[src/rtl/kwsa_pkg.sv]
`timescale 1ns / 1ps
`default_nettype none
// ----------------------------------------------------------------------------
// kwsa_pkg
// Shared types and constants of the keyed weather statistics aggregator.
// ----------------------------------------------------------------------------
package kwsa_pkg;

  localparam int unsigned CODE_W  = 16;
  localparam int unsigned RSLOT_W = 6;
  localparam int unsigned TMS_W   = 44;
  localparam int unsigned PCT_W   = 7;
  localparam int unsigned CKEL_W  = 16;
  localparam int unsigned TEMP_W  = 20;
  localparam int unsigned SECS_W  = 35;
  localparam int unsigned CNT_W   = 32;
  localparam int unsigned TSUM_W  = 52;
  localparam int unsigned PSUM_W  = 39;
  localparam int unsigned EV_W    = 64;
  localparam int unsigned STAT_W  = 3;

  // Seconds are (ms >> 3) / 125, done as long division a few bits per cycle.
  localparam int unsigned DIV_W      = 48;
  localparam int unsigned DIV_STEP   = 8;
  localparam int unsigned DIV_CYCLES = DIV_W / DIV_STEP;
  localparam int unsigned DIV_CNT_W  = 3;
  localparam logic [7:0]  DIVISOR    = 8'd125;

  localparam logic [20:0] TEMP_MUL    = 21'd9;
  localparam logic [20:0] TEMP_OFFSET = 21'd229835;

  localparam logic        CMD_ACC  = 1'b0;
  localparam logic        CMD_READ = 1'b1;

  localparam logic [STAT_W-1:0] ST_UPDATED = 3'd0;
  localparam logic [STAT_W-1:0] ST_NEW     = 3'd1;
  localparam logic [STAT_W-1:0] ST_FULL    = 3'd2;
  localparam logic [STAT_W-1:0] ST_READ_OK = 3'd3;
  localparam logic [STAT_W-1:0] ST_EMPTY   = 3'd4;

  typedef struct packed {
    logic                   cmd;
    logic [CODE_W-1:0]      code;
    logic [RSLOT_W-1:0]     rslot;
    logic [SECS_W-1:0]      secs;
    logic [PCT_W-1:0]       hum;
    logic                   snow;
    logic [PCT_W-1:0]       cloud;
    logic                   light;
    logic signed [TEMP_W-1:0] temp;
  } item_t;

  typedef struct packed {
    logic [CODE_W-1:0]        code;
    logic [CNT_W-1:0]         count;
    logic signed [TSUM_W-1:0] tsum;
    logic [PSUM_W-1:0]        hsum;
    logic [PSUM_W-1:0]        csum;
    logic signed [TEMP_W-1:0] hi_temp;
    logic [SECS_W-1:0]        max_time;
    logic signed [TEMP_W-1:0] lo_temp;
    logic [SECS_W-1:0]        min_time;
    logic [EV_W-1:0]          ev;
  } entry_t;

  typedef enum logic [1:0] {F_IDLE, F_DIV, F_PUSH} front_state_t;
  typedef enum logic [2:0] {B_IDLE, B_SCAN, B_LOAD, B_UPD, B_OUT} back_state_t;

  function automatic entry_t fresh_entry(input item_t it);
    entry_t e;
    e          = '0;
    e.code     = it.code;
    e.hi_temp  = it.temp;
    e.max_time = it.secs;
    e.lo_temp  = it.temp;
    e.min_time = it.secs;
    return e;
  endfunction

endpackage
`default_nettype wire

[src/rtl/kwsa_front.sv]
`timescale 1ns / 1ps
`default_nettype none
// ----------------------------------------------------------------------------
// kwsa_front
// Accepts items, converts temperature and divides milliseconds to seconds.
// ----------------------------------------------------------------------------
module kwsa_front (
  input  wire logic                clk,
  input  wire logic                rst,
  input  wire logic                s_tvalid,
  output logic                     s_tready,
  input  wire logic [103:0]        s_tdata,
  input  wire logic                s_tuser,
  output logic                     push_valid,
  input  wire logic                push_ready,
  output kwsa_pkg::item_t          push_item
);
  import kwsa_pkg::*;

  front_state_t state, state_next;
  item_t        item;
  logic [DIV_W-1:0]     dsr;
  logic [6:0]           rem;
  logic [DIV_CNT_W-1:0] cnt;
  logic [DIV_W-1:0]     dsr_next;
  logic [6:0]           rem_next;
  logic [20:0]          t21;

  assign t21 = 21'(s_tdata[97:82]) * TEMP_MUL - TEMP_OFFSET;

  // One block of restoring division steps per cycle.
  always_comb begin
    logic [7:0] r8;
    dsr_next = dsr;
    rem_next = rem;
    for (int k = 0; k < DIV_STEP; k++) begin
      r8       = {rem_next, dsr_next[DIV_W-1]};
      dsr_next = {dsr_next[DIV_W-2:0], (r8 >= DIVISOR)};
      rem_next = (r8 >= DIVISOR) ? 7'(r8 - DIVISOR) : r8[6:0];
    end
  end

  always_comb begin
    state_next = state;
    unique case (state)
      F_IDLE: if (s_tvalid) state_next = F_DIV;
      F_DIV:  if (cnt == DIV_CNT_W'(DIV_CYCLES - 1)) state_next = F_PUSH;
      F_PUSH: if (push_ready) state_next = F_IDLE;
      default: state_next = F_IDLE;
    endcase
  end

  always_comb begin
    s_tready   = (state == F_IDLE);
    push_valid = (state == F_PUSH);
    push_item  = item;
  end

  always_ff @(posedge clk) begin
    if (rst) begin
      state <= F_IDLE;
      cnt   <= '0;
    end else begin
      state <= state_next;
      if (state == F_DIV) cnt <= cnt + 1'b1;
      else                cnt <= '0;
    end
    if (state == F_IDLE && s_tvalid) begin
      item.cmd   <= s_tuser;
      item.code  <= s_tdata[15:0];
      item.rslot <= s_tdata[21:16];
      item.secs  <= '0;
      item.hum   <= s_tdata[72:66];
      item.snow  <= s_tdata[73];
      item.cloud <= s_tdata[80:74];
      item.light <= s_tdata[81];
      item.temp  <= t21[TEMP_W-1:0];
      dsr        <= DIV_W'(s_tdata[65:25]);
      rem        <= '0;
    end else if (state == F_DIV) begin
      dsr <= dsr_next;
      rem <= rem_next;
      if (cnt == DIV_CNT_W'(DIV_CYCLES - 1)) item.secs <= dsr_next[SECS_W-1:0];
    end
  end

endmodule
`default_nettype wire

[config.mk]
export PLATFORM = sky130hd
export DESIGN_NAME = kwsa_front
export DESIGN_NICKNAME = d
export VERILOG_FILES = /design/src/rtl/kwsa_pkg.sv /design/src/rtl/kwsa_front.sv
export SDC_FILE = /design/constraint.sdc
export NUM_CORES = 1
export LEC_CHECK = 0
export ABC_AREA = 1
export BUFFER_PORTS_ARGS = -buffer_cell sky130_fd_sc_hd__buf_2
export CAP_MARGIN = 20
export CORE_ASPECT_RATIO = 1.2
export CORE_MARGIN = 2
export CORE_UTILIZATION = 40
export CTS_CLUSTER_DIAMETER = 50
export DETAILED_ROUTE_END_ITERATION = 16
export PLACE_DENSITY = 0.75
export SLEW_MARGIN = 10
export SYNTH_ARGS = -nofsm -noshare
export SYNTH_HDL_FRONTEND = slang
export SYNTH_SLANG_ARGS = --single-unit
[constraint.sdc]
create_clock -name clk -period 7.9 [get_ports clk]
set_clock_uncertainty 0.15 [all_clocks]
set_input_delay 0.79 -clock clk [delete_from_list [all_inputs] [get_ports clk]]
set_output_delay 0.79 -clock clk [all_outputs]
set_load 0.02 [all_outputs]
# Word-level counts from Yosys, hierarchy flattened
# Cells that the tools add are included.
[op_classes]
add_sub_neg = 10
mul = 1
n_div = 0
magnitude_cmp = 8
eq_ne = 6
n_shift = 0
mux = 14
n_bitwise = 1
n_reduce_logical = 6
[ops]
columns = ["cell", "n"]
rows = [
  ["two-way mux 41 bit", 2],
  [">= comparator 8 x 7 -> 1 bit (second input constant)", 8],
  ["two-way mux 7 bit", 8],
  ["subtractor 7 bit (second input constant)", 8],
  ["multiplier 16 x 4 -> 20 bit (second input constant)", 1],
  ["subtractor 20 x 18 -> 20 bit (second input constant)", 1],
  ["two-way mux 2 bit", 3],
  ["case mux 2 bit (3 select lines)", 1],
  ["!= test 2 bit (second input constant)", 2],
  ["adder 3 x 1 -> 3 bit (second input constant)", 1],
  ["== test 3 bit (second input constant)", 1],
  ["AND reduction 3 bit", 1],
  ["== test 2 x 1 -> 1 bit (second input constant)", 1],
  ["== test 2 bit (second input constant)", 1],
  ["logical NOT 2 bit", 1],
  ["!= test 2 x 1 -> 1 bit (second input constant)", 1],
  ["AND reduction 2 bit", 1],
  ["nonzero test 2 bit", 1],
  ["OR reduction 2 bit", 1],
  ["logical AND 1 bit", 1],
  ["inverter 1 bit", 1],
]
[totals]
regBits = 154
latch_bits = 0
ramBits = 0
romBits = 0
in_bits = 109
output_inout_bits = 96
word_cells = 60
memories = 0

# Depth between registers and ports, before layout
# Gate-level depths: netlist of run 1.
[logic_depth]
word_depth = 17
ltp_mapped = 71

# Least setup slack after synthesis of run 1
# OpenSTA, ideal clock, no wires.
[synth_timing]
path_kind = "register to register"
startpoint = "register dsr[47]"
endpoint = "register rem[4]"
setup_ns = 0.186
t_arrival_ns = 7.031
required_time_ns = 7.564
setup_slack_ns = 0.533
stages_incl_launch_ff = 65
path_cell_list = "dfxtp_1 -> inv_1 -> ha_1 -> nand2_1 -> nand3_4 -> nand3_1 -> nand2_2 -> nor2_2 -> nand2_1 -> o21bai_4 -> nand2_1 -> nand2_1 -> inv_1 -> ha_1 -> inv_1 -> o21ai_0 -> nor2_1 -> nand2_4 -> [... 29 more ...] -> nand3_4 -> nand2_8 -> nand2_1 -> nand2_1 -> inv_1 -> ha_1 -> inv_1 -> nor2_1 -> nor2_2 -> nand3_4 -> nand2_8 -> o21ai_2 -> nor2_4 -> nand4_4 -> nand2_4 -> nand2_1 -> nand3_1 -> o21ai_1"
[synth_between]
elab_chain_len = 16
word_cells_on_any_way = 24
cone_classes = "add/sub: 8; order compare: 8; mux: 8"
[synth_rtl]
columns = ["element", "line", "rtl"]
rows = [
  ["start: declaration", "kwsa_front.sv:22", "logic [DIV_W-1:0] dsr;"],
  ["start signal: assignment", "kwsa_front.sv:78", "dsr <= DIV_W'(s_tdata[65:25]);"],
  ["start signal: assignment", "kwsa_front.sv:81", "dsr <= dsr_next;"],
  ["subtractor 7 bit / >= comparator 8 x 7 -> 1 bit (equally long branches)", "kwsa_front.sv:39", "rem_next = (r8 >= DIVISOR) ? 7'(r8 - DIVISOR) : r8[6:0];"],
  ["two-way mux 7 bit (*)", "kwsa_front.sv:39", ""],
  ["subtractor 7 bit / >= comparator 8 x 7 -> 1 bit (equally long branches)", "kwsa_front.sv:39", ""],
  ["two-way mux 7 bit (*)", "kwsa_front.sv:39", ""],
  ["subtractor 7 bit / >= comparator 8 x 7 -> 1 bit (equally long branches)", "kwsa_front.sv:39", ""],
  ["two-way mux 7 bit (*)", "kwsa_front.sv:39", ""],
  ["subtractor 7 bit / >= comparator 8 x 7 -> 1 bit (equally long branches)", "kwsa_front.sv:39", ""],
  ["two-way mux 7 bit (*)", "kwsa_front.sv:39", ""],
  ["subtractor 7 bit / >= comparator 8 x 7 -> 1 bit (equally long branches)", "kwsa_front.sv:39", ""],
  ["two-way mux 7 bit (*)", "kwsa_front.sv:39", ""],
  ["subtractor 7 bit / >= comparator 8 x 7 -> 1 bit (equally long branches)", "kwsa_front.sv:39", ""],
  ["two-way mux 7 bit (*)", "kwsa_front.sv:39", ""],
  [">= comparator 8 x 7 -> 1 bit / subtractor 7 bit (equally long branches)", "kwsa_front.sv:39", ""],
  ["two-way mux 7 bit (*)", "kwsa_front.sv:39", ""],
  ["subtractor 7 bit / >= comparator 8 x 7 -> 1 bit (equally long branches)", "kwsa_front.sv:39", ""],
  ["two-way mux 7 bit (*)", "kwsa_front.sv:39", ""],
  ["end signal: assignment", "kwsa_front.sv:82", "rem <= rem_next;"],
  ["end: declaration", "kwsa_front.sv:23", "logic [6:0] rem;"],
]
# Every way passes the cells marked *; elsewhere a longest branch is shown, timed or not.
# A chain may end at the register's enable or synchronous reset.

# Worst setup path in the final report of run 1
[layout_timing]
startpoint = "register rem[0]"
endpoint = "register rem[4]"
[layout_between]
elab_chain_len = 16
word_cells_on_any_way = 24
cone_classes = "add/sub: 8; order compare: 8; mux: 8"
[layout_rtl]
columns = ["element", "line"]
rows = [
  ["subtractor 7 bit / >= comparator 8 x 7 -> 1 bit (equally long branches)", "kwsa_front.sv:39"],
  ["two-way mux 7 bit (*)", "kwsa_front.sv:39"],
  ["subtractor 7 bit / >= comparator 8 x 7 -> 1 bit (equally long branches)", "kwsa_front.sv:39"],
  ["two-way mux 7 bit (*)", "kwsa_front.sv:39"],
  ["subtractor 7 bit / >= comparator 8 x 7 -> 1 bit (equally long branches)", "kwsa_front.sv:39"],
  ["two-way mux 7 bit (*)", "kwsa_front.sv:39"],
  ["subtractor 7 bit / >= comparator 8 x 7 -> 1 bit (equally long branches)", "kwsa_front.sv:39"],
  ["two-way mux 7 bit (*)", "kwsa_front.sv:39"],
  ["subtractor 7 bit / >= comparator 8 x 7 -> 1 bit (equally long branches)", "kwsa_front.sv:39"],
  ["two-way mux 7 bit (*)", "kwsa_front.sv:39"],
  ["subtractor 7 bit / >= comparator 8 x 7 -> 1 bit (equally long branches)", "kwsa_front.sv:39"],
  ["two-way mux 7 bit (*)", "kwsa_front.sv:39"],
  [">= comparator 8 x 7 -> 1 bit / subtractor 7 bit (equally long branches)", "kwsa_front.sv:39"],
  ["two-way mux 7 bit (*)", "kwsa_front.sv:39"],
  ["subtractor 7 bit / >= comparator 8 x 7 -> 1 bit (equally long branches)", "kwsa_front.sv:39"],
  ["two-way mux 7 bit (*)", "kwsa_front.sv:39"],
]
# Marks and branches as above.

==> impl_metrics.ini, run 1 <==
[worst_setup_path]
critPathSlowestCell = sky130_fd_sc_hd__dfxtp_2
cp_max_fo = 8
ff2ff_setup_slack_ns = 0.54
cp_data_required_time_ns = 8.06
cp-end-kind = flip-flop
worst_path_arrival_ns = 7.52
cp-start-kind = flip-flop
reg2reg_depth = 65
critPathMaxStageDelay_ns = 0.36
setup.worst_path.class = reg2reg

[synth]
synthesis.nets = 1166
synth-warning-count = 0
synth_cell_types = 44
synthesis.area_per_instance_um2 = 8.676
syn_inst = 1002
synth-seq-area-share_pct = 46.98
synth_edf_count = 100
synth_async_sr_flop_share_pct = 0
syn_area_um2 = 8693
ys_ff_latch = 154
yosys_most_used_dff = sky130_fd_sc_hd__edfxtp_1

[timing]
worst_slew_pin_slew_ns = 0.8433
layout_min_cycle_time_ns = 7.360
fin_tns_setup_ns = 0
finalSetupViolCount = 0
postLayoutSetupSlackWorst_ns = 0.5405
fmax_mhz = 135.9
whs_ns = 0.2975
finalMaxSlewViolations = 0
max_slew_margin_pct = 43.78
timing.final.crit_share_pct = 93.16
finalHoldViolations = 0

[route]
drt.antenna.violating_nets = 0
post_drt_via_cell_ratio = 4.777
wl_per_cell_um = 14.21
drc_errors = 0
finalWirelength_um = 21590
drtIter0Drc = 407
drt_first_pass_iters = 5
num_vias = 7257

[floorplan]
fp.dieH_um = 165.5
die-width_um = 138.6
io-pin-count = 205
initial_util_pct = 40.47
floorplan.rows = 59
die_footprint_um2 = 22930
design.core.area_um2 = 21480

[place]
pre_cts_ws_ns = 0.07415
dpl-instance-area_um2 = 10100
hpwlAfterDp_um = 16100
gpl.final_weighted_congestion = 0.8823
place.port_buffers = 195

[finish]
most_frequent_cells_in_the_layout = sky130_fd_sc_hd__nand2_1 (241), sky130_fd_sc_hd__buf_2 (195), sky130_fd_sc_hd__inv_1 (115)
number_of_nets_in_the_layout = 1396
fraction_of_final_layout_cells_with_drive_strength_greater_than_1_pct = 30.68
layout-area-overhead-vs-synth_pct = 25.71
layout.cells.most_common = sky130_fd_sc_hd__nand2_1
n_antenna_cell = 0
stdcell_area_um2 = 10930

[min_path]
timing.hold.worst_path_depth = 2
timing.hold.worst.class = reg2reg

[grt]
grtUsageTotal_pct = 18.38
grt_antenna_before_repair = 2
first_global_vias = 6992
grt_first_pass_wirelength_um = 33420
grt_max_degree = 78
gr-total-overflow = 0

[clocking]
clock_tree.htree_level_count = 4
cts.root.buffer_cell = sky130_fd_sc_hd__clkbuf_16
tritoncts = built
clk_path_buf_depth = 2
clock_sinks = 154
cts-buffers-inserted = 17
clk_pin_slew_worst_paths_ns = 0.07
clock_latency_ns = 0.42
cts_hold_repair.buffers = 0

[job]
drv_cap = 0

[status]
status = completed
==> critical path: cells and delay by family (launching register included) <==
| kind | cells | cell delay (ns) |
|---|---|---|
| and+or+nand+nor | 43 | 4.38 |
| adders and majority gates | 6 | 1.08 |
| buffers and inverters | 12 | 0.77 |
| AOI/OAI and AO/OA | 4 | 0.53 |
| DFF | 1 | 0.36 |
==> metrics by stage <==
| step | cells | util, % |
|---|---|---|
| CTS | 1504 | 49.88 |
| global route | 1519 | 50.87 |
| detailed placement | 1472 | 47.02 |
| global placement | 1472 | 47.02 |
| floorplan | 1002 | - |
| finish | 1519 | 50.87 |
==> cells by family (layout without fill, tap and decap cells) <==
group / after synthesis / after routing / synth area share (%)
simple gates: 514 / 515 / 28.08
flops: 154 / 154 / 46.98
compound gates: 91 / 91 / 6.059
xor+xnor: 32 / 32 / 3.440
fa+ha+maj: 55 / 55 / 8.607
buf+inv: 156 / 398 / 6.836
==> cells in the mapped netlist (all sizes together), types with 4 or more instances <==
master  instances  share of area, %
nand4           8              0.82
nor2          129               6.5
a31oi           6              0.43
fa              8               1.8
o21bai          4              0.47
nand3b          4              0.35
o21ai          60               3.6
clkbuf         19              0.82
edfxtp        100                35
nand3          75               5.2
dfxtp          54                12
xnor2           8              0.81
ha             47               6.8
a21oi          17               1.2
inv           133               5.7
nand2         291                15
xor2           24               2.6
==> worst paths after layout <==
kind,start,to
min reg2reg,dsr[34],dsr[42]
max reg2reg,rem[0],rem[4]
max,rem[0],rem[4]
min,dsr[34],dsr[42]
==> repair_timing <==
| action | 4_1_cts | 5_1_grt |
|---|---|---|
| endpoints found under the hold margin | 0 | 0 |
| endpoints found under the setup margin | 0 | 11 |
| gates resized for setup | 0 | 30 |
| buffers inserted | 0 | 13 |
==> cell type report <==
| type | count | area, um^2 |
|---|---|---|
| fill | 2023 | 10550 |
| multi-input combinational | 693 | 4113 |
| sequential | 154 | 4086 |
| timing repair buffer | 232 | 1266 |
| clock buffer | 26 | 573.1 |
| inverter | 134 | 505.5 |
| tap | 274 | 342.8 |
| clock inverter | 6 | 41.29 |
==> flip-flops by register name, summed over array words and instances, names as in the netlist <==
register   cells
push_item     94
rem            7
cnt            3
state          2
dsr           48
==> layer usage <==
metal  part of all wire (%)  GRT usage, %  vias up
met2                     51         32.61      154
met4                    2.3         7.699        4
li1                       -             -     3684
met1                     41         21.33     3376
met5                   0.13             0        -
met3                    5.2         4.556       39
Power of run 1 is left out: the tool's default activity adds up to more than one toggle a clock period on the data nets, which glitch-free logic cannot reach.
==> run 2, diff against run 1 <==
--- a/config.mk
+++ b/config.mk
@@ -8,7 +8,6 @@
 export ABC_AREA = 1
 export BUFFER_PORTS_ARGS = -buffer_cell sky130_fd_sc_hd__buf_2
 export CAP_MARGIN = 20
-export CORE_ASPECT_RATIO = 1.2
 export CORE_MARGIN = 2
 export CORE_UTILIZATION = 40
 export CTS_CLUSTER_DIAMETER = 50
==> run 2 against run 1 <==
Count of clock-buffer cells in the layout decreased by 9. Critical endpoint is now push_item[36]. Via count rose by 0.98%. Register-to-register slack gained 0.09 ns.
==> impl_metrics.ini, run 2 (synthesis gave the netlist of run 1 again) <==
[floorplan]
design.core.area_um2 = 21150
die-width_um = 151.4
fp.dieH_um = 151.4
initial_util_pct = 41.10
io-pin-count = 205
floorplan.rows = 53
die_footprint_um2 = 22930

[route]
wl_per_cell_um = 14.63
finalWirelength_um = 22310
num_vias = 7328
drc_errors = 0
drt_first_pass_iters = 5
post_drt_via_cell_ratio = 4.805
drt.antenna.violating_nets = 0
drtIter0Drc = 434

[place]
placed_cell_count = 1471
gpl.final_weighted_congestion = 0.8515
place.port_buffers = 195
hpwlAfterDp_um = 15830

[grt]
grt_max_degree = 84
gr-total-overflow = 0
grt_first_pass_wirelength_um = 33840
first_global_vias = 6725
grtUsageTotal_pct = 19.13
grt_antenna_before_repair = 7

[clocking]
cts_hold_repair.buffers = 0
clock_sinks = 154
cts-buffers-inserted = 17
cts.root.buffer_cell = sky130_fd_sc_hd__clkbuf_16
clock_latency_ns = 0.43
clk_pin_slew_worst_paths_ns = 0.07
tritoncts = built
clk_path_buf_depth = 2
clock_tree.htree_level_count = 4

[worst_setup_path]
cp-end-kind = flip-flop
critPathMaxStageDelay_ns = 0.35
critPathTopFamily = simple AND/OR/NAND/NOR gates
critPathMostFrequentCell = sky130_fd_sc_hd__inv_1
cp_data_required_time_ns = 8.08
critPathSlowestCell = sky130_fd_sc_hd__dfxtp_2
cp_max_fo = 8
worst_path_arrival_ns = 7.45
setup.worst_path.class = reg2reg
cp_num_buf_inv = 15
cp-start-kind = flip-flop

[timing]
timing.final.crit_share_pct = 91.98
finalHoldViolations = 0
fmax_mhz = 137.6
layout_min_cycle_time_ns = 7.266
finalMaxSlewViolations = 0
max_slew_margin_pct = 34.26
worst_slew_pin_slew_ns = 0.9861
finalSetupViolCount = 0
whs_ns = 0.3006

[finish]
layout.cells.most_common = sky130_fd_sc_hd__nand2_1
number_of_nets_in_the_layout = 1399
final-instance-count-excl-fill = 1525
fraction_of_final_layout_cells_with_drive_strength_greater_than_1_pct = 31.17
largest_register_ffs = 94
layout-area-overhead-vs-synth_pct = 26.12
filler_cell_count = 1899
most_frequent_cells_in_the_layout = sky130_fd_sc_hd__nand2_1 (235), sky130_fd_sc_hd__buf_2 (195), sky130_fd_sc_hd__inv_1 (116)

[job]
drv_cap = 0

[min_path]
timing.hold.worst.class = reg2reg

[status]
status = completed
[run 2: changes by cell type in the layout (fill, tap and decap cells not counted), moves of 3 or more]
cell	before	now
sky130_fd_sc_hd__buf_4	36	39
sky130_fd_sc_hd__clkbuf_8	5	0
sky130_fd_sc_hd__inv_6	2	5
sky130_fd_sc_hd__nand2_1	241	235
sky130_fd_sc_hd__clkbuf_16	20	17
sky130_fd_sc_hd__nand2_2	36	42
[run 2: metrics by stage]
stage | TNS, ns | cell area (um^2) | setup WS, ns | utilization (%)
finish | 0 | 10960 | 0.6337 | 51.83
floorplan | 0 | 8693 | 0.5325 | -
global route | -0.1457 | 10960 | -0.05505 | 51.81
detailed placement | 0 | 10090 | 0.1602 | 47.68
global placement | 0 | 10090 | 0.3685 | 47.68
CTS | 0 | 10670 | 0.1229 | 50.42
[run 2: layout make-up]
type / count / area [um^2] / area share (%)
Tap cell: 275 / 344.1 / 3.138
Timing Repair Buffer: 235 / 1289 / 11.75
Clock buffer: 17 / 425.4 / 3.880
Antenna cell: 2 / 5.005 / 0.04565
Inverter: 134 / 505.5 / 4.610
Sequential cell: 154 / 4086 / 37.27
Clock inverter: 15 / 153.9 / 1.404
Multi-Input combinational cell: 693 / 4155 / 37.90
[run 2: worst paths after layout]
kind / from / slack, ns / cells after the start / end
hold reg to reg: dsr[35] / 0.30 / 2 / dsr[43]
setup / recovery: dsr[47] / 0.63 / 65 / push_item[36]
setup reg to reg: dsr[47] / 0.63 / 65 / push_item[36]
hold / removal: dsr[35] / 0.30 / 2 / dsr[43]
[run 2: tightest hold or removal path, cell delays in order, from the launching register on]
cell and delay (ns):
sky130_fd_sc_hd__edfxtp_1 0.33, sky130_fd_sc_hd__nand2_1 0.05, sky130_fd_sc_hd__o21ai_0 0.05
[run 2: routing by layer]
metal  GRT usage (%)  routed length, um  vias up
met1           23.84               9357     3408
li1                -                  -     3699
met4           4.159                200        8
met2           31.79              10910      191
met5               0                 51        -
met3           7.018               1788       22
[run 2: repair_timing]
action                                  4_1_cts  5_1_grt
setup buffers                                 0       18
endpoints found under the setup margin        0       11
gates resized for setup                       0       36
Power of run 2 is left out for the same reason.
==> run 3, diff against run 2 <==
--- a/config.mk
+++ b/config.mk
@@ -12,7 +12,7 @@
 export CORE_UTILIZATION = 40
 export CTS_CLUSTER_DIAMETER = 50
 export DETAILED_ROUTE_END_ITERATION = 16
-export PLACE_DENSITY = 0.75
+export GPL_TIMING_DRIVEN = 0
 export SLEW_MARGIN = 10
 export SYNTH_ARGS = -nofsm -noshare
 export SYNTH_HDL_FRONTEND = slang
==> run 3 against run 2 <==
Cell count up 0.98%. Utilization up 0.44 points. Routed wire length down 0.50%. First-iteration DRC count down 18%. Cell area up 0.86%. Critical path depth up 2. Worst hold slack better by 0.0043 ns. Count of clock-buffer cells in the layout up 2. Worst setup slack worse by 0.092 ns. Critical path type unchanged.
==> impl_metrics.ini, run 3 (synthesis gave the netlist of run 1 again) <==
[finish]
filler_cell_count = 1999
most_frequent_cells_in_the_layout = sky130_fd_sc_hd__nand2_1 (238), sky130_fd_sc_hd__buf_2 (196), sky130_fd_sc_hd__nor2_1 (112), sky130_fd_sc_hd__inv_1 (112), sky130_fd_sc_hd__edfxtp_1 (100)
number_of_nets_in_the_layout = 1416
multi_input_comb_area_um2 = 4158
fraction_of_final_layout_cells_with_drive_strength_greater_than_1_pct = 30.83
final_util_pct = 52.27
layout-area-overhead-vs-synth_pct = 27.20
stdcell_area_um2 = 11060
largest_register_ffs = 94
n_antenna_cell = 0
layout.area.seq_um2 = 4086
layout.cells.most_common = sky130_fd_sc_hd__nand2_1

[route]
num_vias = 7379
met3RoutedLength_um = 1516
drt.antenna.violating_nets = 0
routedLengthMet1_um = 9839
met2_wirelength_um = 10440
finalWirelength_um = 22200
drc_errors = 0
drtIter0Drc = 357
drt_first_pass_iters = 5
wl_per_cell_um = 14.41
top_layer = met5
post_drt_via_cell_ratio = 4.792

[timing]
postLayoutSetupSlackWorst_ns = 0.5415
timing.final.crit_share_pct = 93.15
worst_slew_pin_slew_ns = 0.7013
layout_min_cycle_time_ns = 7.358
finalMaxSlewViolations = 0
max_slew_margin_pct = 53.25
fmax_mhz = 135.9
whs_ns = 0.3049
rsz0062_at_grt = yes
finalHoldViolations = 0
finalSetupViolCount = 0

[worst_setup_path]
worst_setup_path_startpoint = rem[0]
worst_path_arrival_ns = 7.51
timing.rr.start = rem[0]
setup.worst_path.class = reg2reg
cp_data_required_time_ns = 8.05
cp_max_fo = 8
cp_num_buf_inv = 14
critPathTopFamily = simple AND/OR/NAND/NOR gates
cp-start-kind = flip-flop
critPathSlowestCell = sky130_fd_sc_hd__dfxtp_2
critPathMostFrequentCell = sky130_fd_sc_hd__nand2_2
cp-end-kind = flip-flop
critPathMaxStageDelay_ns = 0.36

[floorplan]
fp.dieH_um = 151.4
floorplan.rows = 53
die_footprint_um2 = 22930
die-width_um = 151.4
initial_util_pct = 41.10
design.core.area_um2 = 21150
io-pin-count = 205

[grt]
first_global_vias = 7027
grt_max_degree = 65
gr-total-overflow = 0
grt_first_pass_wirelength_um = 35090
grt_antenna_before_repair = 2
grtUsageTotal_pct = 19.91

[job]
drv_cap = 0

[clocking]
cts-buffers-inserted = 17
clk_pin_slew_worst_paths_ns = 0.07
clk_path_buf_depth = 2
cts_hold_repair.buffers = 0
clock_latency_ns = 0.43
cts.root.buffer_cell = sky130_fd_sc_hd__clkbuf_16
tritoncts = built
clock_tree.htree_level_count = 4
clock_sinks = 154

[place]
dpl-instance-area_um2 = 10070
place.port_buffers = 195
pre_cts_ws_ns = -0.5665
hpwlAfterDp_um = 16490
gpl.final_weighted_congestion = 0.8378

[min_path]
worstHoldStart = cnt[0]
timing.hold.worst.class = reg2reg

[status]
status = completed
==> run 3: changes by cell type in the layout (fill, tap and decap cells not counted), sizes merged <==
cell and change:
diode -2, inv +2, buf -2, clkinvlp -1, clkinv -3, clkbuf +21
==> run 3: layout make-up <==
type / count / share of cell area, %
clock inverters: 13 / 1.279
multi-input cells: 693 / 37.60
flip-flops and latches: 154 / 36.95
plain buffers: 22 / 0.8712
inverters: 134 / 4.549
repair buffers: 230 / 11.53
clock buffers: 19 / 4.107
well taps: 275 / 3.112
==> run 3: per-layer routing <==
| layer | global-route usage [%] | up-vias |
|---|---|---|
| li1 | - | 3728 |
| met1 | 25.48 | 3422 |
| met2 | 32.22 | 195 |
| met3 | 6.235 | 30 |
| met4 | 6.168 | 4 |
| met5 | 0 | - |
==> run 3: worst paths after layout <==
kind         endpoint  slack, ns  cells after the start
min reg2reg    cnt[0]       0.30                      1
max            rem[4]       0.54                     67
max reg2reg    rem[4]       0.54                     67
min            cnt[0]       0.30                      1
==> run 3: stage by stage <==
stage | setup TNS (ns) | cells
3_3_place_gp | -4.013 | 1472
4_1_cts | 0 | 1519
6_report | 0 | 1540
5_1_grt | -0.08646 | 1540
2_1_floorplan | 0 | 1002
3_5_place_dp | -4.428 | 1474
==> run 3: what timing repair did <==
action	in CTS	in global routing
pin swaps	10	13
setup endpoints to repair	11	11
gates cloned	0	1
setup buffers	13	20
gates resized for setup	12	32
Power of run 3 is left out for the same reason.
