<file path="config.mk">
export PLATFORM = sky130hd
export DESIGN_NAME = kwsa_queue
export DESIGN_NICKNAME = d
export VERILOG_FILES = /design/src/rtl/kwsa_pkg.sv /design/src/rtl/kwsa_queue.sv
export SDC_FILE = /design/constraint.sdc
export NUM_CORES = 1
export LEC_CHECK = 0
export ABC_AREA = 1
export CORE_MARGIN = 8
export CORE_UTILIZATION = 59
export CTS_BUF_LIST = sky130_fd_sc_hd__clkbuf_8
export DETAILED_ROUTE_END_ITERATION = 12
export DONT_BUFFER_PORTS = 1
export PLACE_DENSITY = 0.83
export SYNTH_ARGS = -nofsm -noshare
export SYNTH_HDL_FRONTEND = slang
export SYNTH_SLANG_ARGS = --single-unit
</file>
<file path="constraint.sdc">
create_clock -name clk -period 6 [get_ports clk]
set_input_delay 1.2 -clock clk [delete_from_list [all_inputs] [get_ports clk]]
set_output_delay 1.2 -clock clk [all_outputs]
set_load 0.02 [all_outputs]
</file>
<file path="src/rtl/kwsa_pkg.sv">
`timescale 1ns / 1ps
`default_nettype none
// ----------------------------------------------------------------------------
// kwsa_pkg
// Shared types and constants of the keyed weather statistics aggregator.
// ----------------------------------------------------------------------------
package kwsa_pkg;

  localparam int unsigned CODE_W  = 16;
  localparam int unsigned RSLOT_W = 6;
  localparam int unsigned TMS_W   = 44;
  localparam int unsigned PCT_W   = 7;
  localparam int unsigned CKEL_W  = 16;
  localparam int unsigned TEMP_W  = 20;
  localparam int unsigned SECS_W  = 35;
  localparam int unsigned CNT_W   = 32;
  localparam int unsigned TSUM_W  = 52;
  localparam int unsigned PSUM_W  = 39;
  localparam int unsigned EV_W    = 64;
  localparam int unsigned STAT_W  = 3;

  // Seconds are (ms >> 3) / 125, done as long division a few bits per cycle.
  localparam int unsigned DIV_W      = 48;
  localparam int unsigned DIV_STEP   = 8;
  localparam int unsigned DIV_CYCLES = DIV_W / DIV_STEP;
  localparam int unsigned DIV_CNT_W  = 3;
  localparam logic [7:0]  DIVISOR    = 8'd125;

  localparam logic [20:0] TEMP_MUL    = 21'd9;
  localparam logic [20:0] TEMP_OFFSET = 21'd229835;

  localparam logic        CMD_ACC  = 1'b0;
  localparam logic        CMD_READ = 1'b1;

  localparam logic [STAT_W-1:0] ST_UPDATED = 3'd0;
  localparam logic [STAT_W-1:0] ST_NEW     = 3'd1;
  localparam logic [STAT_W-1:0] ST_FULL    = 3'd2;
  localparam logic [STAT_W-1:0] ST_READ_OK = 3'd3;
  localparam logic [STAT_W-1:0] ST_EMPTY   = 3'd4;

  typedef struct packed {
    logic                   cmd;
    logic [CODE_W-1:0]      code;
    logic [RSLOT_W-1:0]     rslot;
    logic [SECS_W-1:0]      secs;
    logic [PCT_W-1:0]       hum;
    logic                   snow;
    logic [PCT_W-1:0]       cloud;
    logic                   light;
    logic signed [TEMP_W-1:0] temp;
  } item_t;

  typedef struct packed {
    logic [CODE_W-1:0]        code;
    logic [CNT_W-1:0]         count;
    logic signed [TSUM_W-1:0] tsum;
    logic [PSUM_W-1:0]        hsum;
    logic [PSUM_W-1:0]        csum;
    logic signed [TEMP_W-1:0] hi_temp;
    logic [SECS_W-1:0]        max_time;
    logic signed [TEMP_W-1:0] lo_temp;
    logic [SECS_W-1:0]        min_time;
    logic [EV_W-1:0]          ev;
  } entry_t;

  typedef enum logic [1:0] {F_IDLE, F_DIV, F_PUSH} front_state_t;
  typedef enum logic [2:0] {B_IDLE, B_SCAN, B_LOAD, B_UPD, B_OUT} back_state_t;

  function automatic entry_t fresh_entry(input item_t it);
    entry_t e;
    e          = '0;
    e.code     = it.code;
    e.hi_temp  = it.temp;
    e.max_time = it.secs;
    e.lo_temp  = it.temp;
    e.min_time = it.secs;
    return e;
  endfunction

endpackage
`default_nettype wire

</file>
<file path="src/rtl/kwsa_queue.sv">
`timescale 1ns / 1ps
`default_nettype none
// ----------------------------------------------------------------------------
// kwsa_queue
// Two-entry queue of items between front and back.
// ----------------------------------------------------------------------------
module kwsa_queue (
  input  wire logic            clk,
  input  wire logic            rst,
  input  wire logic            push_valid,
  output logic                 push_ready,
  input  wire kwsa_pkg::item_t push_item,
  output logic                 pop_valid,
  input  wire logic            pop,
  output kwsa_pkg::item_t      pop_item
);
  import kwsa_pkg::*;

  item_t      buf_q [2];
  logic       wr_ptr, rd_ptr;
  logic [1:0] fill;
  logic       do_push, do_pop;

  assign push_ready = (fill != 2'd2);
  assign pop_valid  = (fill != 2'd0);
  assign pop_item   = buf_q[rd_ptr];
  assign do_push    = push_valid && push_ready;
  assign do_pop     = pop && pop_valid;

  always_ff @(posedge clk) begin
    if (rst) begin
      wr_ptr <= 1'b0;
      rd_ptr <= 1'b0;
      fill   <= '0;
    end else begin
      if (do_push) wr_ptr <= ~wr_ptr;
      if (do_pop)  rd_ptr <= ~rd_ptr;
      fill <= fill + 2'(do_push) - 2'(do_pop);
    end
    if (do_push) buf_q[wr_ptr] <= push_item;
  end

endmodule
`default_nettype wire

</file>
; Word level (Yosys, flattened, before mapping)
; Memory sizes are Yosys's and may differ from the RTL's. A register that Yosys moved wholly into a read port is not among the register bits.
; Cells that the tools add are included.
; Widths: inputs -> output; s select.
[word_totals]
inputBits = 98
mem_bits_rw = 188
out_inout_bits = 96
word_cells = 16
memories = 1
reg_bits = 4
[classes]
n_mux = 4
n_bitwise = 2
n_reduce_logical = 3
addsub = 2
n_eq_ne = 1
[memory_table]
columns = memory, words, word_bits, read_ports, rd_ports_with_merged_regs, write_ports, line
row1 = buf_q, 2, 94, 1, 1, 1, kwsa_queue.sv:19  ; item_t buf_q [2];
[ops]
columns = operator, count
row1 = $mux 1, 4
row2 = $add 2x1->2, 1
row3 = $logic_and 1x1->1, 2
row4 = $ne 2x2->1 const B, 1
row5 = $not 1->1, 2
row6 = $reduce_bool 2->1, 1
row7 = $sub 2x1->2, 1

; Depth between registers and ports, before layout
; Gate-level depths: netlist of run 1.
[depth]
depth_word = 4
mapped_depth = 11
mapped_depth_nobuf = 11

; Worst setup path before layout of run 1
; OpenSTA, ideal clock, no wires.
[synth_timing]
kind = input to register
from = input push_valid
to = memory buf_q[0][0] in the netlist's numbering, enable pin
slack_ns = 0.260
arrival_ns = 5.193
t_required_ns = 5.453
path_buffers = 0
setup_ns = 0.547
stages = 2
cell_sequence = nand2_1 > nor2_1
[synth_between]
elab_chain_cells = 3
[synth_lines]
columns = item, line
row1 = start: declaration, kwsa_queue.sv:10  ; input wire logic push_valid,
row2 = $logic_and 1x1->1, kwsa_queue.sv:27  ; assign do_push = push_valid && push_ready;
row3 = $mux 1, kwsa_queue.sv:40  ; if (do_push) buf_q[wr_ptr] <= push_item;
row4 = $mux 1 (not written as such), kwsa_queue.sv:40
row5 = end: declaration, kwsa_queue.sv:19
; Every way passes these cells.

==> flow_results.xml, run 1 <==
<?xml version="1.0" encoding="UTF-8"?>
<metrics>
  <group name="run_status">
    <metric name="outcome" unit="">completed</metric>
  </group>
  <group name="worst_setup_path">
    <metric name="worst_r2r_src" unit="">fill[0]</metric>
    <metric name="r2r.worst_path.cells" unit="">5</metric>
    <metric name="timing.critical_path.arrival" unit="ns">2.28</metric>
    <metric name="r2r_slack" unit="ns">3.53</metric>
    <metric name="setup.worst_path.end" unit="">pop_item[84]</metric>
    <metric name="element_type_at_the_critical_path_end" unit="">output pin</metric>
    <metric name="sort_of_element_at_the_start_of_the_critical_path" unit="">flop</metric>
    <metric name="critical_path_class" unit="">reg2out</metric>
    <metric name="critical_path_peak_fanout" unit="">57</metric>
    <metric name="worst-endpoint-required" unit="ns">4.80</metric>
    <metric name="timing.rr.end" unit="">buf_q[1][11]</metric>
  </group>
  <group name="floorplan">
    <metric name="core" unit="sq um">11800</metric>
    <metric name="initial_utilization" unit="%">59.6</metric>
    <metric name="ios" unit="">194</metric>
    <metric name="die_area" unit="sq um">15700</metric>
    <metric name="die-width" unit="um">125</metric>
    <metric name="rows" unit="">40</metric>
    <metric name="die_height" unit="um">125</metric>
  </group>
  <group name="sta">
    <metric name="clock.fmax" unit="MHz">287</metric>
    <metric name="layout_setup_ws" unit="ns">2.52</metric>
    <metric name="slew_headroom" unit="%">48.9</metric>
    <metric name="setup-tns-final" unit="ns">0</metric>
    <metric name="final-hold-violation-count" unit="">0</metric>
    <metric name="final_max_slew_viol_count" unit="">0</metric>
    <metric name="finalClockSkew" unit="ns">0.00859</metric>
    <metric name="post-route-period-util" unit="%">58.1</metric>
    <metric name="period_needed" unit="ns">3.48</metric>
    <metric name="tightestPinTransition" unit="ns">0.766</metric>
    <metric name="setup_violations" unit="">0</metric>
    <metric name="unrepaired_setup_endpoints_after_global_routing" unit="">no</metric>
  </group>
  <group name="grt">
    <metric name="met1_usage" unit="%">16.1</metric>
    <metric name="gr-usage-all-layers" unit="%">15.2</metric>
    <metric name="grt-ovfl-total" unit="">0</metric>
    <metric name="met3_usage" unit="%">8.88</metric>
    <metric name="first_global_vias" unit="">3016</metric>
    <metric name="grt_most_used_layer" unit="">met2</metric>
    <metric name="grt.met2_usage" unit="%">23.9</metric>
    <metric name="antenna_found_initial" unit="">0</metric>
    <metric name="largest_net_degree_at_the_start_of_global_routing" unit="">59</metric>
    <metric name="grt_pass1_wl" unit="um">17700</metric>
  </group>
  <group name="finish">
    <metric name="antennaDiodeCount" unit="">0</metric>
    <metric name="most-common-layout-cells" unit="">sky130_fd_sc_hd__edfxtp_1 (188), sky130_fd_sc_hd__mux2_2 (94), sky130_fd_sc_hd__clkbuf_8 (17), sky130_fd_sc_hd__inv_1 (9)</metric>
    <metric name="final_nets" unit="">442</metric>
    <metric name="drive_gt1_share" unit="%">35.7</metric>
    <metric name="fin_util" unit="%">63.8</metric>
    <metric name="postLayoutCellArea" unit="sq um">7530</metric>
    <metric name="flow.area_growth_from_synthesis" unit="%">7.04</metric>
    <metric name="mostFrequentLayoutCell" unit="">sky130_fd_sc_hd__edfxtp_1</metric>
  </group>
  <group name="yosys">
    <metric name="syn_inst" unit="">329</metric>
    <metric name="synth-seq-cells" unit="">193</metric>
    <metric name="post-synth-top-area-cell" unit="">sky130_fd_sc_hd__edfxtp_1</metric>
    <metric name="syn-cell-area" unit="sq um">7040</metric>
    <metric name="synth.net_count" unit="">429</metric>
    <metric name="synthTopCellsByArea" unit="">sky130_fd_sc_hd__edfxtp_1 (80%), sky130_fd_sc_hd__mux2_2 (15%), sky130_fd_sc_hd__dfxtp_1 (1.4%)</metric>
    <metric name="seq_area_frac_synth" unit="%">81.6</metric>
    <metric name="synth.avg_cell_area" unit="sq um">21.4</metric>
    <metric name="synth.distinct_cells" unit="">12</metric>
    <metric name="share_of_the_synthesized_area_in_the_top_cell_type" unit="%">80.2</metric>
    <metric name="synthesis.yosys.warnings" unit="">0</metric>
  </group>
  <group name="power_and_ir_drop">
    <metric name="seqPwrFrac" unit="%">54.2</metric>
    <metric name="design_power_total" unit="mW">3.28</metric>
    <metric name="cellInternalPower" unit="mW">2.29</metric>
    <metric name="p_comb_share" unit="%">22.7</metric>
    <metric name="pwr_density_cell" unit="nW/um^2">436</metric>
    <metric name="power.static_leakage" unit="nW">2.44</metric>
    <metric name="peakVddDrop" unit="mV">0.258</metric>
    <metric name="power_switching_share" unit="%">30.2</metric>
    <metric name="clock_group_share_of_total_power" unit="%">23.1</metric>
    <metric name="p_switching" unit="mW">0.990</metric>
  </group>
  <group name="place">
    <metric name="placement_setup_slack" unit="ns">2.97</metric>
    <metric name="finalWeightedCongestion" unit="">0.768</metric>
    <metric name="portBuffers" unit="">0</metric>
    <metric name="placed_area" unit="sq um">7180</metric>
    <metric name="detailedPlacementHpwl" unit="um">8440</metric>
  </group>
  <group name="detailed_routing">
    <metric name="viasPerCell" unit="">5.83</metric>
    <metric name="dr.pass1.iters" unit="">4</metric>
    <metric name="drc" unit="">0</metric>
    <metric name="drt.antenna.violating_nets" unit="">0</metric>
    <metric name="vias" unit="">2913</metric>
    <metric name="postRouteWirelength" unit="um">12100</metric>
    <metric name="drt_iter0_drc" unit="">202</metric>
    <metric name="post_drt_wl_per_cell" unit="um">24.1</metric>
  </group>
  <group name="clocking">
    <metric name="clk_latency" unit="ns">0.44</metric>
    <metric name="postCtsHoldBufs" unit="">0</metric>
    <metric name="tritoncts_num_sinks" unit="">193</metric>
    <metric name="cts_buffers" unit="">17</metric>
    <metric name="clk_pin_slew_worst_setup_hold_paths" unit="ns">0.09</metric>
    <metric name="cts.htree.levels" unit="">4</metric>
    <metric name="tritoncts" unit="">built</metric>
    <metric name="cts.repair.resized" unit="">0</metric>
    <metric name="cts_root_buf" unit="">sky130_fd_sc_hd__clkbuf_8</metric>
    <metric name="cts_setup_buffers" unit="">0</metric>
    <metric name="ctsLongestPathBuffers" unit="">2</metric>
  </group>
  <group name="flow_run">
    <metric name="maxCapViolations" unit="">0</metric>
  </group>
  <group name="worst_hold_path">
    <metric name="hold_path_class" unit="">reg2reg</metric>
  </group>
</metrics>
[logic make-up after synthesis]
group	Yosys count	share of synthesized area, %
fa+ha+maj	2	0.355
compound gates	2	0.142
simple gates	20	1.12
mux	94	15.0
buf+inv	18	1.71
flops	193	81.6
[critical path, cell delays in order, from the launching register on]
cell and delay (ns):
sky130_fd_sc_hd__dfxtp_4 0.67, sky130_fd_sc_hd__buf_4 0.66, sky130_fd_sc_hd__mux2_2 0.48
[power by group through the flow]
stage	logic [mW]	registers (mW)	clock network, mW
floorplan	0.688	1.79	0
global placement	0.744	1.80	0
finish	0.746	1.78	0.757
detailed placement	0.757	1.81	0
global route	0.790	1.80	0.831
CTS	0.761	1.78	0.780
[worst min path at each step]
stage	start	endpoint	slack (ns)	cells after the start
3_3_place_gp	rd_ptr	rd_ptr	0.49	2
4_1_cts	rd_ptr	flop	0.51	2
3_5_place_dp	rd_ptr	flop	0.49	2
6_report	rd_ptr	rd_ptr	0.53	2
2_1_floorplan	rd_ptr	flop	0.47	2
5_1_grt	rd_ptr	flop	0.53	2
[Yosys cell counts]
cell / number
sky130_fd_sc_hd__inv_1: 8
sky130_fd_sc_hd__dfxtp_1: 5
sky130_fd_sc_hd__nand2_1: 8
sky130_fd_sc_hd__buf_4: 1
sky130_fd_sc_hd__mux2_2: 94
sky130_fd_sc_hd__nand3_1: 3
sky130_fd_sc_hd__a21oi_1: 2
sky130_fd_sc_hd__buf_6: 6
sky130_fd_sc_hd__nor2_1: 9
sky130_fd_sc_hd__buf_2: 3
sky130_fd_sc_hd__ha_1: 2
sky130_fd_sc_hd__edfxtp_1: 188
[state kept, by name, indices dropped and copies added, names as in the netlist, named ones only]
register,cells
wr_ptr,1
rd_ptr,1
buf_q,188
fill,2
[routing by layer]
| layer | wire [um] | part of all wire, % |
|---|---|---|
| met4 | 276 | 2.3 |
| met2 | 5820 | 48 |
| met3 | 1610 | 13 |
| met5 | 0 | 0 |
| met1 | 4350 | 36 |
[cell type report]
type                            count  area, sq um
Inverter                            8         32.5
Sequential cell                   193         5750
Timing Repair Buffer                4         30.0
Clock inverter                     13          124
Clock buffer                       17          234
Fill cell                         770         4280
Tap cell                          147          184
Multi-Input combinational cell    118         1180
[metrics by stage]
step	hold slack, ns	cells
after CTS	0.513	500
after global routing	0.532	500
after detailed placement	0.493	470
after floorplan	0.467	329
final	0.526	500
after global placement	0.486	470
Power figures use the tool's default switching activity.
==> run 2: changes to the inputs <==
==> constraint.sdc (replaced) <==
create_clock -name clk -period 3.2 [get_ports clk]
set_input_delay 0.64 -clock clk [delete_from_list [all_inputs] [get_ports clk]]
set_output_delay 0.64 -clock clk [all_outputs]
set_load 0.02 [all_outputs]
==> run 2 against run 1 <==
Non-clock buffer count grew 1. Wire length grew 1.7%. Critical path type unchanged. Global-route usage grew 0.38 points. Cell count rose by 0.60%. Die area is the same. Cell area up 0.68%. Setup slack lost 1.8 ns. Hold slack worse by 0.27 ns. Core utilization increased by 0.43 points. Combinational power rose by 98%.
==> flow_results.xml, run 2 (same netlist as run 1, synthesis figures left out) <==
<?xml version="1.0" encoding="UTF-8"?>
<metrics>
  <group name="detailed_routing">
    <metric name="drc" unit="">0</metric>
    <metric name="drt.antenna.violating_nets" unit="">0</metric>
    <metric name="post_drt_wl_per_cell" unit="um">24.4</metric>
    <metric name="drt_iter0_drc" unit="">168</metric>
    <metric name="vias" unit="">2887</metric>
    <metric name="dr.pass1.iters" unit="">4</metric>
    <metric name="viasPerCell" unit="">5.74</metric>
    <metric name="postRouteWirelength" unit="um">12300</metric>
  </group>
  <group name="grt">
    <metric name="first_global_vias" unit="">3068</metric>
    <metric name="antenna_found_initial" unit="">0</metric>
    <metric name="largest_net_degree_at_the_start_of_global_routing" unit="">52</metric>
    <metric name="grt-ovfl-total" unit="">0</metric>
    <metric name="grt_pass1_wl" unit="um">17900</metric>
    <metric name="gr-usage-all-layers" unit="%">15.6</metric>
  </group>
  <group name="sta">
    <metric name="clock.fmax" unit="MHz">405</metric>
    <metric name="final_max_slew_viol_count" unit="">0</metric>
    <metric name="unrepaired_setup_endpoints_after_global_routing" unit="">no</metric>
    <metric name="hold_slack" unit="ns">0.257</metric>
    <metric name="final-hold-violation-count" unit="">0</metric>
    <metric name="layout_setup_ws" unit="ns">0.728</metric>
    <metric name="finalClockSkew" unit="ns">0.0105</metric>
    <metric name="setup_violations" unit="">0</metric>
    <metric name="post-route-period-util" unit="%">77.2</metric>
    <metric name="tightestPinTransition" unit="ns">0.672</metric>
    <metric name="setup-tns-final" unit="ns">0</metric>
    <metric name="period_needed" unit="ns">2.47</metric>
    <metric name="slew_headroom" unit="%">55.2</metric>
  </group>
  <group name="clocking">
    <metric name="tritoncts_num_sinks" unit="">193</metric>
    <metric name="clk_pin_slew_worst_setup_hold_paths" unit="ns">0.09</metric>
    <metric name="tritoncts" unit="">built</metric>
    <metric name="ctsLongestPathBuffers" unit="">2</metric>
    <metric name="clk_latency" unit="ns">0.45</metric>
    <metric name="cts_root_buf" unit="">sky130_fd_sc_hd__clkbuf_8</metric>
    <metric name="cts_buffers" unit="">17</metric>
    <metric name="postCtsHoldBufs" unit="">0</metric>
    <metric name="cts.htree.levels" unit="">4</metric>
    <metric name="cts.repair.resized" unit="">0</metric>
    <metric name="cts_setup_buffers" unit="">0</metric>
  </group>
  <group name="place">
    <metric name="finalWeightedCongestion" unit="">0.745</metric>
    <metric name="placed_cells_incl_taps" unit="">471</metric>
    <metric name="detailedPlacementHpwl" unit="um">8470</metric>
    <metric name="placed_area" unit="sq um">7200</metric>
    <metric name="portBuffers" unit="">0</metric>
    <metric name="placement_setup_slack" unit="ns">1.12</metric>
  </group>
  <group name="finish">
    <metric name="fin_util" unit="%">64.2</metric>
    <metric name="final_nets" unit="">443</metric>
    <metric name="stdcell_count" unit="">503</metric>
    <metric name="reg.largest.list" unit="">buf_q (188), fill (2)</metric>
    <metric name="final.fill_count" unit="">786</metric>
    <metric name="most-common-layout-cells" unit="">sky130_fd_sc_hd__edfxtp_1 (188), sky130_fd_sc_hd__mux2_2 (94), sky130_fd_sc_hd__clkbuf_8 (18), sky130_fd_sc_hd__inv_1 (9)</metric>
    <metric name="mostFrequentLayoutCell" unit="">sky130_fd_sc_hd__edfxtp_1</metric>
    <metric name="postLayoutCellArea" unit="sq um">7580</metric>
    <metric name="largest_register_ff_count" unit="">188</metric>
    <metric name="antennaDiodeCount" unit="">0</metric>
    <metric name="flow.area_growth_from_synthesis" unit="%">7.77</metric>
    <metric name="largest_register" unit="">buf_q</metric>
    <metric name="drive_gt1_share" unit="%">37.1</metric>
  </group>
  <group name="worst_setup_path">
    <metric name="element_type_at_the_critical_path_end" unit="">output pin</metric>
    <metric name="worst_path_max_delay_cell" unit="">sky130_fd_sc_hd__buf_4</metric>
    <metric name="worst-endpoint-required" unit="ns">2.56</metric>
    <metric name="critical_path_peak_fanout" unit="">49</metric>
    <metric name="sort_of_element_at_the_start_of_the_critical_path" unit="">flop</metric>
    <metric name="critical_path_class" unit="">reg2out</metric>
    <metric name="worstPathBufferInverterCount" unit="">1</metric>
    <metric name="critPathMaxStageDelay" unit="ns">0.49</metric>
    <metric name="timing.critical_path.cells" unit="">buf_4 &gt; mux2_2</metric>
    <metric name="timing.critical_path.max_delay_family" unit="">buffers and inverters</metric>
    <metric name="timing.critical_path.arrival" unit="ns">1.83</metric>
  </group>
  <group name="power_and_ir_drop">
    <metric name="pwr_density_cell" unit="nW/um^2">825</metric>
    <metric name="peakVddDrop" unit="mV">0.612</metric>
    <metric name="design_power_total" unit="mW">6.26</metric>
    <metric name="power.static_leakage" unit="nW">2.47</metric>
  </group>
  <group name="floorplan">
    <metric name="die_height" unit="um">125</metric>
    <metric name="core" unit="sq um">11800</metric>
    <metric name="die-width" unit="um">125</metric>
    <metric name="rows" unit="">40</metric>
    <metric name="initial_utilization" unit="%">59.6</metric>
    <metric name="ios" unit="">194</metric>
    <metric name="die_area" unit="sq um">15700</metric>
  </group>
  <group name="flow_run">
    <metric name="maxCapViolations" unit="">0</metric>
  </group>
  <group name="worst_hold_path">
    <metric name="hold_path_class" unit="">in2reg</metric>
  </group>
  <group name="run_status">
    <metric name="outcome" unit="">completed</metric>
  </group>
</metrics>
-- run 2: path summary, 6_finish.rpt --
kind,startpoint,to,slack [ns],depth (start not counted)
worst min-delay path,rst,fill[0],0.26,1
worst max-delay path,flop,pop_item[2],0.73,2
worst min register to register,rd_ptr,rd_ptr,0.54,2
worst max register to register,fill[0],buf_q[1][39],1.11,5
-- run 2: area by class of cell --
class | instances | area, sq um | area share (%)
clock buffers | 18 | 248 | 3.27
clock inverters | 14 | 141 | 1.86
inverters | 8 | 32.5 | 0.429
multi-input cells | 118 | 1180 | 15.6
flip-flops and latches | 193 | 5750 | 75.8
well taps | 147 | 184 | 2.42
repair buffers | 5 | 50.0 | 0.660
-- run 2: worst register-to-register path: stages (launching register included) --
cell and delay (ns):
sky130_fd_sc_hd__dfxtp_1 0.37, sky130_fd_sc_hd__inv_1 0.07, sky130_fd_sc_hd__nand2_1 0.25, sky130_fd_sc_hd__nand3_1 0.20, sky130_fd_sc_hd__inv_4 0.48, sky130_fd_sc_hd__buf_12 0.38
-- run 2: metal layers --
metal | vias up | part of all wire [%] | global-route usage [%]
met5 | - | 0 | 0
met3 | 24 | 12 | 9.26
met2 | 137 | 50 | 25.5
li1 | 1303 | - | -
met4 | 0 | 2.6 | 8.45
met1 | 1423 | 35 | 15.2
-- run 2: power breakdown --
| group | switching (mW) | internal, mW | leakage, nW |
|---|---|---|---|
| registers | 0.0826 | 3.20 | 1.80 |
| logic | 1.04 | 0.439 | 0.473 |
| clock network | 0.793 | 0.713 | 0.202 |
==> run 3: changes to the inputs <==
--- a/config.mk
+++ b/config.mk
@@ -5,13 +5,13 @@
 export SDC_FILE = /design/constraint.sdc
 export NUM_CORES = 1
 export LEC_CHECK = 0
-export ABC_AREA = 1
+export ABC_AREA = 0
 export CORE_MARGIN = 8
-export CORE_UTILIZATION = 59
+export CORE_UTILIZATION = 65
 export CTS_BUF_LIST = sky130_fd_sc_hd__clkbuf_8
 export DETAILED_ROUTE_END_ITERATION = 12
 export DONT_BUFFER_PORTS = 1
-export PLACE_DENSITY = 0.83
+export PLACE_DENSITY = 0.86
 export SYNTH_ARGS = -nofsm -noshare
 export SYNTH_HDL_FRONTEND = slang
 export SYNTH_SLANG_ARGS = --single-unit
==> constraint.sdc (replaced) <==
create_clock -name clk -period 2.5 [get_ports clk]
set_input_delay 0.5 -clock clk [delete_from_list [all_inputs] [get_ports clk]]
set_output_delay 0.5 -clock clk [all_outputs]
set_load 0.02 [all_outputs]
==> run 3 against run 2 <==
Largest power group unchanged. Non-clock buffer count increased by 1. Area after synthesis decreased by 0.23%. Wire length decreased by 4.9%. Highest routed layer unchanged. Core utilization increased by 6.6 points. Hold slack got worse by 0.14 ns. First-iteration DRC count increased by 16%. Cell area about the same. Cell count decreased by 3.8%. Die area decreased by 8.3%. Critical path depth unchanged. Synthesized cell count decreased by 4.0%. Clock power increased by 19%.
==> flow_results.xml, run 3 <==
<?xml version="1.0" encoding="UTF-8"?>
<metrics>
  <group name="flow_run">
    <metric name="maxCapViolations" unit="">0</metric>
  </group>
  <group name="detailed_routing">
    <metric name="drc" unit="">0</metric>
    <metric name="postRouteWirelength" unit="um">11700</metric>
    <metric name="post_drt_wl_per_cell" unit="um">24.1</metric>
    <metric name="viasPerCell" unit="">5.83</metric>
    <metric name="drt.antenna.violating_nets" unit="">0</metric>
    <metric name="dr.pass1.iters" unit="">4</metric>
    <metric name="vias" unit="">2823</metric>
    <metric name="drt_iter0_drc" unit="">195</metric>
  </group>
  <group name="sta">
    <metric name="setup-tns-final" unit="ns">0</metric>
    <metric name="slew_headroom" unit="%">64.4</metric>
    <metric name="tightestPinTransition" unit="ns">0.534</metric>
    <metric name="clock.fmax" unit="MHz">445</metric>
    <metric name="period_needed" unit="ns">2.25</metric>
    <metric name="setup_violations" unit="">0</metric>
    <metric name="hold_slack" unit="ns">0.114</metric>
    <metric name="finalClockSkew" unit="ns">0.0104</metric>
    <metric name="final-hold-violation-count" unit="">0</metric>
    <metric name="layout_setup_ws" unit="ns">0.251</metric>
    <metric name="final_max_slew_viol_count" unit="">0</metric>
    <metric name="post-route-period-util" unit="%">90.0</metric>
    <metric name="unrepaired_setup_endpoints_after_global_routing" unit="">no</metric>
  </group>
  <group name="floorplan">
    <metric name="initial_utilization" unit="%">65.6</metric>
    <metric name="die_area" unit="sq um">14400</metric>
    <metric name="die-width" unit="um">120</metric>
    <metric name="ios" unit="">194</metric>
    <metric name="rows" unit="">38</metric>
    <metric name="core" unit="sq um">10700</metric>
    <metric name="die_height" unit="um">120</metric>
  </group>
  <group name="grt">
    <metric name="grt-ovfl-total" unit="">0</metric>
    <metric name="grt_pass1_wl" unit="um">17000</metric>
    <metric name="antenna_found_initial" unit="">0</metric>
    <metric name="gr-usage-all-layers" unit="%">16.1</metric>
    <metric name="largest_net_degree_at_the_start_of_global_routing" unit="">72</metric>
    <metric name="first_global_vias" unit="">2997</metric>
  </group>
  <group name="yosys">
    <metric name="syn-cell-area" unit="sq um">7020</metric>
    <metric name="synth_edf_count" unit="">188</metric>
    <metric name="synth.avg_cell_area" unit="sq um">22.2</metric>
    <metric name="synthTopCellsByArea" unit="">sky130_fd_sc_hd__edfxtp_1 (80%), sky130_fd_sc_hd__mux2_2 (15%), sky130_fd_sc_hd__dfxtp_1 (1.4%)</metric>
    <metric name="synth.distinct_cells" unit="">17</metric>
    <metric name="seq_area_frac_synth" unit="%">81.8</metric>
    <metric name="post-synth-top-area-cell" unit="">sky130_fd_sc_hd__edfxtp_1</metric>
    <metric name="yosys.cell_count.top_type" unit="">sky130_fd_sc_hd__edfxtp_1</metric>
    <metric name="postSynth.asyncResetShare" unit="%">0</metric>
    <metric name="synth.net_count" unit="">416</metric>
    <metric name="dominantRegCellSynth" unit="">sky130_fd_sc_hd__edfxtp_1</metric>
    <metric name="share_of_the_synthesized_area_in_the_top_cell_type" unit="%">80.4</metric>
    <metric name="ys_top_cells_by_count" unit="">sky130_fd_sc_hd__edfxtp_1 (188), sky130_fd_sc_hd__mux2_2 (95), sky130_fd_sc_hd__buf_6 (6)</metric>
    <metric name="syn_inst" unit="">316</metric>
    <metric name="synth-seq-cells" unit="">193</metric>
    <metric name="synthesis.yosys.warnings" unit="">0</metric>
  </group>
  <group name="worst_setup_path">
    <metric name="worst_path_max_delay_cell" unit="">sky130_fd_sc_hd__dfxtp_4</metric>
    <metric name="critical_path_peak_fanout" unit="">26</metric>
    <metric name="timing.critical_path.max_delay_family" unit="">flip-flops</metric>
    <metric name="worst_r2r_src" unit="">fill[0]</metric>
    <metric name="worst-endpoint-required" unit="ns">2.00</metric>
    <metric name="critical_path_class" unit="">reg2out</metric>
    <metric name="worstPathBufferInverterCount" unit="">1</metric>
    <metric name="timing.critical_path.arrival" unit="ns">1.75</metric>
    <metric name="sort_of_element_at_the_start_of_the_critical_path" unit="">flop</metric>
    <metric name="element_type_at_the_critical_path_end" unit="">output pin</metric>
    <metric name="critPathMaxStageDelay" unit="ns">0.49</metric>
    <metric name="timing.critical_path.cells" unit="">buf_4 &gt; mux2_2</metric>
  </group>
  <group name="place">
    <metric name="placement_setup_slack" unit="ns">0.704</metric>
    <metric name="placed_cells_incl_taps" unit="">452</metric>
    <metric name="placed_area" unit="sq um">7210</metric>
    <metric name="finalWeightedCongestion" unit="">0.749</metric>
    <metric name="detailedPlacementHpwl" unit="um">8270</metric>
    <metric name="portBuffers" unit="">0</metric>
  </group>
  <group name="power_and_ir_drop">
    <metric name="power_switching_share" unit="%">30.3</metric>
    <metric name="pwr_density_cell" unit="nW/um^2">1040</metric>
    <metric name="peakVddDrop" unit="mV">0.621</metric>
    <metric name="seqPwrFrac" unit="%">53.2</metric>
    <metric name="power.static_leakage" unit="nW">2.45</metric>
    <metric name="cellInternalPower" unit="mW">5.50</metric>
    <metric name="p_switching" unit="mW">2.39</metric>
    <metric name="p_comb_share" unit="%">24.0</metric>
    <metric name="design_power_total" unit="mW">7.90</metric>
    <metric name="clock_group_share_of_total_power" unit="%">22.8</metric>
  </group>
  <group name="finish">
    <metric name="drive_gt1_share" unit="%">39.2</metric>
    <metric name="stdcell_count" unit="">484</metric>
    <metric name="postLayoutCellArea" unit="sq um">7580</metric>
    <metric name="largest_register" unit="">buf_q</metric>
    <metric name="final.fill_count" unit="">627</metric>
    <metric name="final_nets" unit="">431</metric>
    <metric name="flow.area_growth_from_synthesis" unit="%">7.91</metric>
    <metric name="antennaDiodeCount" unit="">0</metric>
    <metric name="fin_util" unit="%">70.8</metric>
    <metric name="reg.largest.list" unit="">buf_q (188), fill (2)</metric>
    <metric name="largest_register_ff_count" unit="">188</metric>
    <metric name="most-common-layout-cells" unit="">sky130_fd_sc_hd__edfxtp_1 (188), sky130_fd_sc_hd__mux2_2 (95), sky130_fd_sc_hd__clkbuf_8 (18)</metric>
    <metric name="mostFrequentLayoutCell" unit="">sky130_fd_sc_hd__edfxtp_1</metric>
  </group>
  <group name="clocking">
    <metric name="tritoncts" unit="">built</metric>
    <metric name="cts.htree.levels" unit="">4</metric>
    <metric name="cts_root_buf" unit="">sky130_fd_sc_hd__clkbuf_8</metric>
    <metric name="ctsLongestPathBuffers" unit="">2</metric>
    <metric name="postCtsHoldBufs" unit="">0</metric>
    <metric name="tritoncts_num_sinks" unit="">193</metric>
    <metric name="cts_buffers" unit="">17</metric>
    <metric name="cts.repair.resized" unit="">0</metric>
    <metric name="cts_setup_buffers" unit="">0</metric>
    <metric name="clk_pin_slew_worst_setup_hold_paths" unit="ns">0.09</metric>
    <metric name="clk_latency" unit="ns">0.44</metric>
  </group>
  <group name="worst_hold_path">
    <metric name="hold_path_class" unit="">in2reg</metric>
    <metric name="min-delay-start" unit="">rst</metric>
  </group>
  <group name="run_status">
    <metric name="outcome" unit="">completed</metric>
  </group>
</metrics>
==> run 3: cell type report <==
class                           count  area [sq um]  area share (%)
Inverter                            1          3.75          0.0495
Tap cell                          140           175            2.31
Multi-Input combinational cell    112          1200            15.9
Clock buffer                       18           248            3.27
Timing Repair Buffer                6          82.6            1.09
Clock inverter                     14           116            1.54
Sequential cell                   193          5750            75.9
==> run 3: logic make-up (layout without fill, tap and decap cells) <==
group | after synthesis | count (layout) | synth area share, %
AND/OR/NAND/NOR | 11 | 11 | 0.766
buffers and inverters | 11 | 39 | 1.34
flip-flops | 193 | 193 | 81.8
adder cells (fa/ha/maj) | 2 | 2 | 0.356
XOR/XNOR | 3 | 3 | 0.374
AO/OA/AOI/OAI | 1 | 1 | 0.107
multiplexers | 95 | 95 | 15.2
==> run 3: power groups by stage <==
stage | clock network [mW] | registers, mW | logic [mW]
detailed placement | 0 | 4.28 | 1.92
CTS | 1.85 | 4.21 | 1.93
global route | 1.99 | 4.24 | 2.00
finish | 1.80 | 4.20 | 1.89
floorplan | 0 | 4.22 | 1.70
global placement | 0 | 4.25 | 1.90
==> run 3: worst paths after layout <==
kind                            cells past startpoint      endpoint  slack, ns
worst max-delay path                                2  pop_item[84]       0.25
worst min-delay path                                1          flop       0.11
worst max register to register                      8       fill[1]       0.73
worst min register to register                      2        rd_ptr       0.52
==> run 3: worst reg2reg max path, delay by kind of cell (launching register included) <==
family | cells | cell delay [ns]
xor gates and xnor gates | 2 | 0.37
DFF | 1 | 0.37
buffers and inverters | 1 | 0.05
and+or+nand+nor | 3 | 0.39
adders and majority gates | 2 | 0.47
==> run 3: metal layers <==
metal / share of wire [%] / GRT usage [%] / up-vias / wire length [um]
met5: 0 / 0 / - / 0
met3: 13 / 11.1 / 12 / 1540
met4: 1.3 / 5.46 / 0 / 148
met2: 50 / 26.2 / 136 / 5850
met1: 35 / 16.0 / 1403 / 4120
li1: - / - / 1272 / -
